<file path="src/ps2mct_pkg.sv">
package ps2mct_pkg;

   // Cursor position width and output field width
   localparam int PS2MCT_POS_WIDTH = 10;
   localparam int OUT_WIDTH        = 10;
   localparam int CFG_WIDTH        = 11;
   localparam int CSR_IDX_WIDTH    = 2;

   // Register indexes
   localparam logic [CSR_IDX_WIDTH-1:0] CSR_COLUMNS = 2'd0;
   localparam logic [CSR_IDX_WIDTH-1:0] CSR_ROWS    = 2'd1;

   localparam logic [CFG_WIDTH-1:0] COLUMNS_RESET = 11'd80;
   localparam logic [CFG_WIDTH-1:0] ROWS_RESET    = 11'd25;

   // Header bit positions
   localparam int HDR_ALWAYS1 = 3;
   localparam int HDR_XSIGN   = 4;
   localparam int HDR_YSIGN   = 5;
   localparam int HDR_XOVF    = 6;
   localparam int HDR_YOVF    = 7;

   // Divide by five: floor(m * 205 / 1024) is exact for m below 1024
   localparam int          SCALE_DIV  = 5;
   localparam logic [7:0]  DIV5_MUL   = 8'd205;
   localparam int          DIV5_SHIFT = 10;

   localparam int QUEUE_DEPTH = 2;

   typedef enum logic [1:0] {
      PH_HEADER = 2'd0,
      PH_XBYTE  = 2'd1,
      PH_YBYTE  = 2'd2
   } phase_type;

   // One assembled packet
   typedef struct packed {
      logic       x_sign;
      logic       y_sign;
      logic [7:0] x_byte;
      logic [7:0] y_byte;
   } packet_type;

   // Queue status seen by front and back
   typedef struct packed {
      logic full;
      logic not_empty;
   } queue_stat_type;

   // Magnitude of the 9-bit signed delta, divided by five
   function automatic logic [5:0] delta_div5(input logic sign, input logic [7:0] b);
      logic [8:0]  mag;
      logic [16:0] prod;
      mag  = sign ? (9'd256 - {1'b0, b}) : {1'b0, b};
      prod = mag * DIV5_MUL;
      return prod[DIV5_SHIFT +: 6];
   endfunction

endpackage

</file>
<file path="src/ps2mct_front.sv">
module ps2mct_front
   import ps2mct_pkg::*;
(
   input  logic           clock,
   input  logic           reset,
   input  logic           req_tvalid,
   output logic           req_tready,
   input  logic [7:0]     req_tdata,   // [7:0] rx_byte
   input  queue_stat_type q_stat,
   output logic           push,
   output packet_type     push_pkt
);

   phase_type  phase_ff, phase_in;
   logic [1:0] signs_ff, signs_in;
   logic [7:0] x_byte_ff, x_byte_in;
   logic       accept;

   assign req_tready = !q_stat.full;
   assign accept     = req_tvalid && req_tready;

   // Packet phase register; held bytes are payload
   always_ff @(posedge clock) begin
      if (reset) begin
         phase_ff <= PH_HEADER;
      end else begin
         phase_ff <= phase_in;
      end
      signs_ff  <= signs_in;
      x_byte_ff <= x_byte_in;
   end

   // Classify each byte by phase
   always_comb begin
      phase_in  = phase_ff;
      signs_in  = signs_ff;
      x_byte_in = x_byte_ff;
      push      = 1'b0;
      push_pkt  = '{x_sign: signs_ff[0], y_sign: signs_ff[1],
                    x_byte: x_byte_ff, y_byte: req_tdata};
      if (accept) begin
         case (phase_ff)
            PH_XBYTE: begin
               x_byte_in = req_tdata;
               phase_in  = PH_YBYTE;
            end
            PH_YBYTE: begin
               push     = 1'b1;
               phase_in = PH_HEADER;
            end
            default: begin
               // header: drop on overflow or missing always-one bit
               if (req_tdata[HDR_XOVF] || req_tdata[HDR_YOVF] || !req_tdata[HDR_ALWAYS1]) begin
                  phase_in = PH_HEADER;
               end else begin
                  signs_in = {req_tdata[HDR_YSIGN], req_tdata[HDR_XSIGN]};
                  phase_in = PH_XBYTE;
               end
            end
         endcase
      end
   end

endmodule

</file>
<file path="src/ps2mct_queue.sv">
module ps2mct_queue
   import ps2mct_pkg::*;
(
   input  logic           clock,
   input  logic           reset,
   input  logic           push,
   input  packet_type     push_pkt,
   input  logic           pop,
   output packet_type     head_pkt,
   output queue_stat_type q_stat
);

   localparam int PW = (QUEUE_DEPTH > 1) ? $clog2(QUEUE_DEPTH) : 1;
   localparam int CW = $clog2(QUEUE_DEPTH + 1);
   localparam logic [PW-1:0] LAST = PW'(QUEUE_DEPTH - 1);

   packet_type    entry_ff [QUEUE_DEPTH];
   logic [PW-1:0] wr_ptr_ff, wr_ptr_in;
   logic [PW-1:0] rd_ptr_ff, rd_ptr_in;
   logic [CW-1:0] count_ff, count_in;
   logic          do_push, do_pop;

   assign q_stat.full      = (count_ff == CW'(QUEUE_DEPTH));
   assign q_stat.not_empty = (count_ff != '0);
   assign do_push          = push && !q_stat.full;
   assign do_pop           = pop && q_stat.not_empty;
   assign head_pkt         = entry_ff[rd_ptr_ff];

   // Pointer and count update
   always_comb begin
      wr_ptr_in = wr_ptr_ff;
      rd_ptr_in = rd_ptr_ff;
      count_in  = count_ff;
      if (do_push) begin
         wr_ptr_in = (wr_ptr_ff == LAST) ? '0 : wr_ptr_ff + 1'b1;
      end
      if (do_pop) begin
         rd_ptr_in = (rd_ptr_ff == LAST) ? '0 : rd_ptr_ff + 1'b1;
      end
      if (do_push && !do_pop) begin
         count_in = count_ff + 1'b1;
      end else if (do_pop && !do_push) begin
         count_in = count_ff - 1'b1;
      end
   end

   always_ff @(posedge clock) begin
      if (reset) begin
         wr_ptr_ff <= '0;
         rd_ptr_ff <= '0;
         count_ff  <= '0;
      end else begin
         wr_ptr_ff <= wr_ptr_in;
         rd_ptr_ff <= rd_ptr_in;
         count_ff  <= count_in;
      end
      if (do_push) begin
         entry_ff[wr_ptr_ff] <= push_pkt;
      end
   end

endmodule

</file>
<file path="src/ps2mct_back.sv">
module ps2mct_back
   import ps2mct_pkg::*;
#(
   parameter int POS_WIDTH = PS2MCT_POS_WIDTH
)(
   input  logic                     clock,
   input  logic                     reset,
   input  logic                     csr_wr_en,
   input  logic [CSR_IDX_WIDTH-1:0] csr_index,
   input  logic [CFG_WIDTH-1:0]     csr_wdata,
   input  packet_type               head_pkt,
   input  queue_stat_type           q_stat,
   output logic                     pop,
   output logic                     rsp_tvalid,
   input  logic                     rsp_tready,
   output logic [4*OUT_WIDTH-1:0]   rsp_tdata
);

   // Signed working width: covers positions, bounds and the sign
   localparam int SW = ((POS_WIDTH > CFG_WIDTH) ? POS_WIDTH : CFG_WIDTH) + 2;
   localparam logic [SW-1:0] POS_MAX = SW'((64'd1 << POS_WIDTH) - 64'd1);

   logic [CFG_WIDTH-1:0]   columns_ff, rows_ff;
   logic [POS_WIDTH-1:0]   col_ff, col_in, row_ff, row_in;
   logic                   out_valid_ff, out_valid_in;
   logic [4*OUT_WIDTH-1:0] out_data_ff, out_data_in;

   logic [5:0]             dx_mag, dy_mag;
   logic signed [SW-1:0]   dx, dy, col_sum, row_sum;
   logic [SW-1:0]          col_bound, row_bound;
   logic [POS_WIDTH-1:0]   new_col, new_row;

   // Bound is size minus one, zero size holds at zero, limited to the position range
   function automatic logic [SW-1:0] bound_of(input logic [CFG_WIDTH-1:0] size);
      logic [SW-1:0] b;
      b = (size == '0) ? '0 : SW'(size - 1'b1);
      return (b > POS_MAX) ? POS_MAX : b;
   endfunction

   function automatic logic [POS_WIDTH-1:0] clamp_pos(input logic signed [SW-1:0] v,
                                                     input logic [SW-1:0] bound);
      logic [POS_WIDTH-1:0] r;
      if (v < 0) begin
         r = '0;
      end else if ($unsigned(v) > bound) begin
         r = bound[POS_WIDTH-1:0];
      end else begin
         r = v[POS_WIDTH-1:0];
      end
      return r;
   endfunction

   // Configuration registers
   always_ff @(posedge clock) begin
      if (reset) begin
         columns_ff <= COLUMNS_RESET;
         rows_ff    <= ROWS_RESET;
      end else if (csr_wr_en) begin
         case (csr_index)
            CSR_COLUMNS: columns_ff <= csr_wdata;
            CSR_ROWS:    rows_ff    <= csr_wdata;
            default:     ;
         endcase
      end
   end

   // Take a packet when the output slot is free or being drained
   assign pop = q_stat.not_empty && (!out_valid_ff || rsp_tready);

   // Scaled deltas and clamped positions
   always_comb begin
      dx_mag    = delta_div5(head_pkt.x_sign, head_pkt.x_byte);
      dy_mag    = delta_div5(head_pkt.y_sign, head_pkt.y_byte);
      dx        = head_pkt.x_sign ? -$signed(SW'(dx_mag)) : $signed(SW'(dx_mag));
      dy        = head_pkt.y_sign ? -$signed(SW'(dy_mag)) : $signed(SW'(dy_mag));
      col_sum   = $signed(SW'(col_ff)) + dx;
      row_sum   = $signed(SW'(row_ff)) - dy;
      col_bound = bound_of(columns_ff);
      row_bound = bound_of(rows_ff);
      new_col   = clamp_pos(col_sum, col_bound);
      new_row   = clamp_pos(row_sum, row_bound);
   end

   // Output slot and cursor update
   always_comb begin
      col_in       = col_ff;
      row_in       = row_ff;
      out_valid_in = out_valid_ff && !rsp_tready;
      out_data_in  = out_data_ff;
      if (pop) begin
         col_in       = new_col;
         row_in       = new_row;
         out_valid_in = 1'b1;
         out_data_in  = {OUT_WIDTH'(new_row), OUT_WIDTH'(new_col),
                         OUT_WIDTH'(row_ff), OUT_WIDTH'(col_ff)};
      end
   end

   always_ff @(posedge clock) begin
      if (reset) begin
         col_ff       <= '0;
         row_ff       <= '0;
         out_valid_ff <= 1'b0;
      end else begin
         col_ff       <= col_in;
         row_ff       <= row_in;
         out_valid_ff <= out_valid_in;
      end
      out_data_ff <= out_data_in;
   end

   assign rsp_tvalid = out_valid_ff;
   assign rsp_tdata  = out_data_ff;

endmodule

</file>
<file path="src/ps2_mouse_cursor_tracker.sv">
// Accepts one received byte per cycle while the packet queue has room.
// After the y delta byte is accepted, the result passes through the packet
// queue, then the registered divide, add and clamp stage. Unless the output
// stalls, sustained rate is one byte per cycle, one result per cycle at most.
// Reset is synchronous: cursor to 0,0, screen to 80 by 25, await a header.
module ps2_mouse_cursor_tracker
   import ps2mct_pkg::*;
#(
   parameter int POS_WIDTH = PS2MCT_POS_WIDTH
)(
   input  logic                     clock,
   input  logic                     reset,
   input  logic                     req_tvalid,
   output logic                     req_tready,
   input  logic [7:0]               req_tdata,   // [7:0] rx_byte
   output logic                     rsp_tvalid,
   input  logic                     rsp_tready,
   // [9:0] old_column, [19:10] old_row, [29:20] new_column, [39:30] new_row
   output logic [4*OUT_WIDTH-1:0]   rsp_tdata,
   input  logic                     csr_wr_en,
   input  logic [CSR_IDX_WIDTH-1:0] csr_index,
   input  logic [CFG_WIDTH-1:0]     csr_wdata
);

   queue_stat_type q_stat;
   logic           push, pop;
   packet_type     push_pkt, head_pkt;

   ps2mct_front u_front (
      .clock      (clock),
      .reset      (reset),
      .req_tvalid (req_tvalid),
      .req_tready (req_tready),
      .req_tdata  (req_tdata),
      .q_stat     (q_stat),
      .push       (push),
      .push_pkt   (push_pkt)
   );

   ps2mct_queue u_queue (
      .clock    (clock),
      .reset    (reset),
      .push     (push),
      .push_pkt (push_pkt),
      .pop      (pop),
      .head_pkt (head_pkt),
      .q_stat   (q_stat)
   );

   ps2mct_back #(
      .POS_WIDTH (POS_WIDTH)
   ) u_back (
      .clock      (clock),
      .reset      (reset),
      .csr_wr_en  (csr_wr_en),
      .csr_index  (csr_index),
      .csr_wdata  (csr_wdata),
      .head_pkt   (head_pkt),
      .q_stat     (q_stat),
      .pop        (pop),
      .rsp_tvalid (rsp_tvalid),
      .rsp_tready (rsp_tready),
      .rsp_tdata  (rsp_tdata)
   );

endmodule

</file>
<file path="config.mk">
export PLATFORM = sky130hd
export DESIGN_NAME = ps2_mouse_cursor_tracker
export DESIGN_NICKNAME = d
export VERILOG_FILES = /design/src/ps2mct_pkg.sv /design/src/ps2mct_front.sv /design/src/ps2mct_queue.sv /design/src/ps2mct_back.sv /design/src/ps2_mouse_cursor_tracker.sv
export SDC_FILE = /design/constraint.sdc
export NUM_CORES = 1
export LEC_CHECK = 0
export BUFFER_PORTS_ARGS = -buffer_cell sky130_fd_sc_hd__buf_2
export CORE_MARGIN = 4
export CORE_UTILIZATION = 25
export CTS_BUF_LIST = sky130_fd_sc_hd__clkbuf_2
export DETAILED_ROUTE_END_ITERATION = 10
export GPL_TIMING_DRIVEN = 0
export PLACE_DENSITY = 0.46
export SYNTH_ARGS = -nofsm -noshare
export SYNTH_HDL_FRONTEND = slang
export SYNTH_SLANG_ARGS = --single-unit
</file>
<file path="constraint.sdc">
create_clock -name clock -period 10.5 [get_ports clock]
set_input_delay 1.05 -clock clock [delete_from_list [all_inputs] [get_ports clock]]
set_output_delay 1.05 -clock clock [all_outputs]
set_load 0.03 [all_outputs]
</file>
=== Word-level counts from Yosys, hierarchy flattened ===
Memory sizes are Yosys's and may differ from the RTL's. A register that Yosys moved wholly into a read port is not among the register bits.
Cells that the tools add are included.

* Eq/ne operators: 4
* $lt $le $gt $ge: 6
* $mul: 2
* $add $sub $neg: 12
* Reduce and logical (&&, ||, !) cells: 26
* Bitwise logic cells: 2
* Multiplexer cells: 25

{| class="wikitable"
|+ Operators by type and width
! cell !! number
|-
| $mux 13 || 6
|-
| $mux 10 || 4
|-
| $mul 9x8->16 const B || 2
|-
| $gt 13x10->1 const B || 2
|-
| $gt 13x13->1 || 2
|-
| $lt 13x1->1 const B || 2
|-
| $neg 6->13 || 2
|-
| $sub 11x1->12 const B || 2
|-
| $logic_not 11->1 || 2
|-
| $mux 9 || 2
|-
| $sub 9x8->9 const A || 2
|-
| $add 11x13->13 || 1
|-
| $sub 11x13->13 || 1
|-
| $mux 1 || 10
|-
| $logic_and 1x1->1 || 7
|-
| $logic_not 1->1 || 6
|-
| $reduce_and 2->1 || 3
|-
| $eq 2x1->1 const B || 2
|-
| $eq 2x2->1 const B || 2
|-
| $mux 2 || 2
|-
| $pmux 2 s2 || 1
|-
| $reduce_bool 2->1 || 2
|-
| $logic_or 1x1->1 || 3
|-
| $reduce_and 3->1 || 1
|-
| 6 further kinds || 8
|}

* Flip-flop bits (word level): 99
* Bits of input ports: 26
* Output and inout port bits: 42
* RAM bits: 36
* Memories kept: 1
* Word-level logic and storage cells: 90

{| class="wikitable"
|+ Memories
! name !! depth !! bits a word !! read ports !! clocked after memory_dff !! write ports !! line !! RTL
|-
| u_queue.entry_ff || 2 || 18 || 1 || 1 || 1 || ps2mct_queue.sv:17 || <nowiki>packet_type entry_ff [QUEUE_DEPTH];</nowiki>
|}

=== Logic depth before layout (Yosys ltp) ===
* Depth after elaboration: 9
* Mapped depth: 49

=== By module ===
Synthesis repeated with hierarchy kept, for this count alone.

* Cells, all modules: 1086
* Area, all modules: 10485.1 um^2

{| class="wikitable"
|+ By module, submodules not included
! module !! area each (um^2) !! cells an instance !! times used
|-
| ps2mct_back || 8448.1 || 971 || 1
|-
| ps2mct_queue || 1516.5 || 81 || 1
|-
| ps2mct_front || 520.5 || 34 || 1
|}

=== Worst setup path after synthesis ===
No wires, ideal clock.

* Path kind: register to register
* Start point: register (tool-made name)
* End point: register u_back.out_data_ff[36], in the netlist u_back.rsp_tdata[36] (data pin)
* Path slack: 0.841 ns
* Period minus slack after synthesis: 9.659 ns
* Arrival time: 9.394 ns
* Cell stages (with the launch flop): 44
* Required time: 10.235 ns
* Cell sequence: dfxtp_1 > buf_4 > buf_1 > clkbuf_1 > mux2i_1 > nand3_1 > o21ai_0 > xnor2_1 > ha_1 > inv_1 > fa_1 > inv_1 > fa_1 > inv_1 > fa_1 > inv_1 > ha_1 > a2111oi_0 > [... 8 more ...] > xor2_1 > ha_1 > a21o_1 > a21oi_1 > o21ai_0 > a21oi_1 > o21bai_1 > a21oi_1 > o21ai_0 > and2_1 > a221oi_1 > clkbuf_1 > ha_1 > a21boi_1 > o2bb2ai_1 > buf_1 > mux2i_1 > nor2_1

{| class="wikitable"
|+ RTL lines
! item !! line !! RTL
|-
| end signal, assigned || ps2mct_back.sv:109 || <nowiki>out_data_ff <= out_data_in;</nowiki>
|-
| end, declared || ps2mct_back.sv:26 || <nowiki>logic [4*OUT_WIDTH-1:0] out_data_ff, out_data_in;</nowiki>
|}

==> run_results.csv <==
group,metric,value,unit
clocking,root_buffer,"clkbuf_2",
placed_design,dp_hpwl,19700,µm
worst_setup_path,critical_path_peak_fanout,10,
yosys,synth_fa_ha_area_share,21.7,%
layout,multiInputGateArea,6310,µm²
layout,ff_latch_area,3580,µm²
global_route,antenna_found_initial,4,
hold_path,hold_depth,0,
clocking,clk_pin_slew,0.25,ns
route,drt_first_pass_iters,4,
worst_setup_path,max_stage_delay,0.53,ns
worst_setup_path,cp-start-kind,"flip-flop",
global_route,grtUsageTotal,11.6,%
global_route,grt_max_degree,24,
worst_setup_path,required,11.07,ns
layout,synthToLayoutAreaGrowth,15.3,%
hold_path,holdPathEnd,"u_queue.entry_ff[1][16]",
hold_path,min_from,"u_front.signs_ff[1]",
placed_design,place_congestion,0.792,
timing,max_slew_margin,39.7,%
route,detail_route.vias_per_cell,4.42,
global_route,grt_pass1_vias,7704,
timing,fin_crit_sh,93.1,%
floorplan,rows,74,
floorplan,initial_core_util,25.3,%
route,wl_per_cell,14.4,µm
worst_setup_path,cp_top_family,"adder cells",
route,vias,7590,
floorplan,die-area,44500,µm²
worst_setup_path,rr_endpoint,"u_back.rsp_tdata[22]",
timing,tightest_slew,0.904,ns
route,dr_wl_met2,11100,µm
route,highest_layer,"met4",
worst_setup_path,r2r_cells,49,
yosys,avgSynthCellArea,9.61,µm²
layout,fillers,4361,
route,drc,0,
floorplan,io-pin-count,68,
yosys,synth_edf_count,86,
timing,maxSlewViolCount,0,
timing,finalCriticalPeriod,9.78,ns
clocking,cts_buffer_depth,2,
yosys,synth_seq_cells,136,
layout,drive_gt1_share,13.9,%
timing,setup_violations,0,
hold_path,hp-class,"reg -> reg",
floorplan,fp.coreArea,40700,µm²
yosys,yosysUniqueCellTypes,73,
worst_setup_path,cpMaxStageDelayCell,"fa_1",
yosys,ys_async_sr_fraction,0,%
yosys,synth_flop_cell,"edfxtp_1",
clocking,tritoncts,"done",
clocking,cts_buffers,17,
layout,nets,1354,
worst_setup_path,critPathKind,"reg -> reg",
route,drt_iter0_drc,364,
worst_setup_path,critical_path_buf_inv_count,9,
yosys,ys_seq_area_share,34.8,%
yosys,yosysWarnings,0,
global_route,grt_overflow,0,
run_status,status,"completed",
worst_setup_path,cp-end-kind,"flip-flop",
yosys,syn_inst,1071,
timing,rsz0062_at_grt,"false",
job,drv_cap,0,
yosys,synth_compound_area_share,12.9,%
worst_setup_path,reg2reg_slack,0.72,ns
worst_setup_path,crit_top_cell,"ha_1",
yosys,synth_mux_area_share,3.49,%
clocking,clk_latency,0.80,ns
global_route,grt_first_pass_wirelength,41200,µm
route,wl,24800,µm
clocking,clock_sinks,136,
yosys,synth_top_family_by_area,"adder cells",
route,met1_length,12500,µm
timing,timing.hold.ws,0.458,ns
timing,skew,0.0408,ns
clocking,htree_levels,4,
placed_design,port_buffers,67,
worst_setup_path,worstPathArrival,10.35,ns
yosys,yosys.area_share.simple,13.9,%
yosys,synthXorXnorAreaFrac,7.31,%
clocking,postCtsHoldBufs,0,
timing,clock.fmax,102,MHz
yosys,netlist_area,10300,µm²
timing,finalHoldViolations,0,
floorplan,dieHeight,211,µm
route,ant_nets,0,
route,wl_met3,784,µm
floorplan,fp.dieW,211,µm
## cells in the mapped netlist (6+ instances only)
master	n	area share (%)
nand3b_1	16	1.2
nor2b_1	20	1.2
o21a_1	13	0.95
o21ai_0	33	1.6
clkbuf_1	21	0.77
a21o_1	14	1.0
xor2_1	30	2.6
nor2_1	69	2.5
edfxtp_1	86	25
inv_1	128	4.7
mux2i_1	30	2.9
o31ai_1	22	1.6
a21oi_1	75	3.6
nand3_1	12	0.58
nand4_1	6	0.36
nor4_1	6	0.36
xnor2_1	54	4.6
fa_1	30	5.8
nand2_1	98	3.6
o21ai_1	6	0.29
nor3b_1	7	0.51
ha_1	129	16
nor3_1	15	0.73
or3_1	7	0.43
dfxtp_1	50	9.7
nand2b_1	18	1.1
## worst max-delay path by stage
stage	from	slack, ns	depth (start not counted)	endpoint
after floorplan	flip-flop	0.84	43	u_back.rsp_tdata[36]
after global placement	flip-flop	-1.28	42	u_back.rsp_tdata[34]
after detailed placement	flip-flop	-1.37	42	u_back.rsp_tdata[34]
after CTS	flip-flop	0.08	43	u_back.rsp_tdata[34]
after global routing	flip-flop	0.008	49	u_back.rsp_tdata[22]
final	flip-flop	0.72	49	u_back.rsp_tdata[22]
## metrics by stage
step | setup TNS (ns) | instances | instance area [µm²] | setup slack (ns) | util, %
2_1_floorplan | 0 | 1076 | 10300 | 0.841 | -
3_3_place_gp | -37.98 | 1675 | 11300 | -1.28 | 27.8
3_5_place_dp | -41.19 | 1677 | 11300 | -1.37 | 27.9
4_1_cts | 0 | 1709 | 11700 | 0.0819 | 28.6
5_1_grt | 0 | 1715 | 11900 | 0.00789 | 29.1
6_report | 0 | 1716 | 11900 | 0.722 | 29.1
## logic make-up after synthesis
group,Yosys count
AND/OR/NAND/NOR,292
multiplexers,35
AO/OA/AOI/OAI,204
XOR/XNOR,85
other,1
buffers and inverters,157
adder cells (fa/ha/maj),161
flip-flops,136
## sequential cells by signal (all words and copies together), names as in the netlist, 8 cells and up, named ones only
register           flops
u_back.rows_ff        11
u_back.rsp_tdata      40
u_front.x_byte_ff      8
u_back.columns_ff     11
u_queue.entry_ff      36
u_back.col_ff         10
u_back.row_ff         10
## layer usage
layer / vias to the layer above / GRT usage, %
met1: 3568 / 16.3
met3: 20 / 2.08
met2: 87 / 18.5
met5: - / 0
li1: 3915 / -
met4: 0 / 3.11
## timing repair
item | in CTS | in global routing
buffers inserted | 0 | 5
gates resized for setup | 17 | 42
pin swaps | 0 | 1
endpoints found under the setup margin | 40 | 40
## cell usage in the layout, fill, tap and decap left out, types with 28 or more instances in the layout
master / instances
edfxtp_1: 86
nand2_1: 98
fa_1: 30
dfxtp_1: 50
o21ai_0: 28
ha_1: 129
buf_2: 68
xnor2_1: 51
a21oi_1: 70
nor2_1: 68
inv_1: 127
## layout make-up
| cell class | instances | area share, % |
|---|---|---|
| flip-flops and latches | 136 | 30.2 |
| inverters | 129 | 4.08 |
| plain buffers | 28 | 1.28 |
| diodes | 2 | 0.0422 |
| clock inverters | 14 | 1.44 |
| well taps | 532 | 5.61 |
| repair buffers | 74 | 3.44 |
| multi-input cells | 783 | 53.2 |
| clock buffers | 18 | 0.759 |
Power is not shown: default switching activity piles up to over one toggle a cycle in this logic, so the estimate is an artifact.
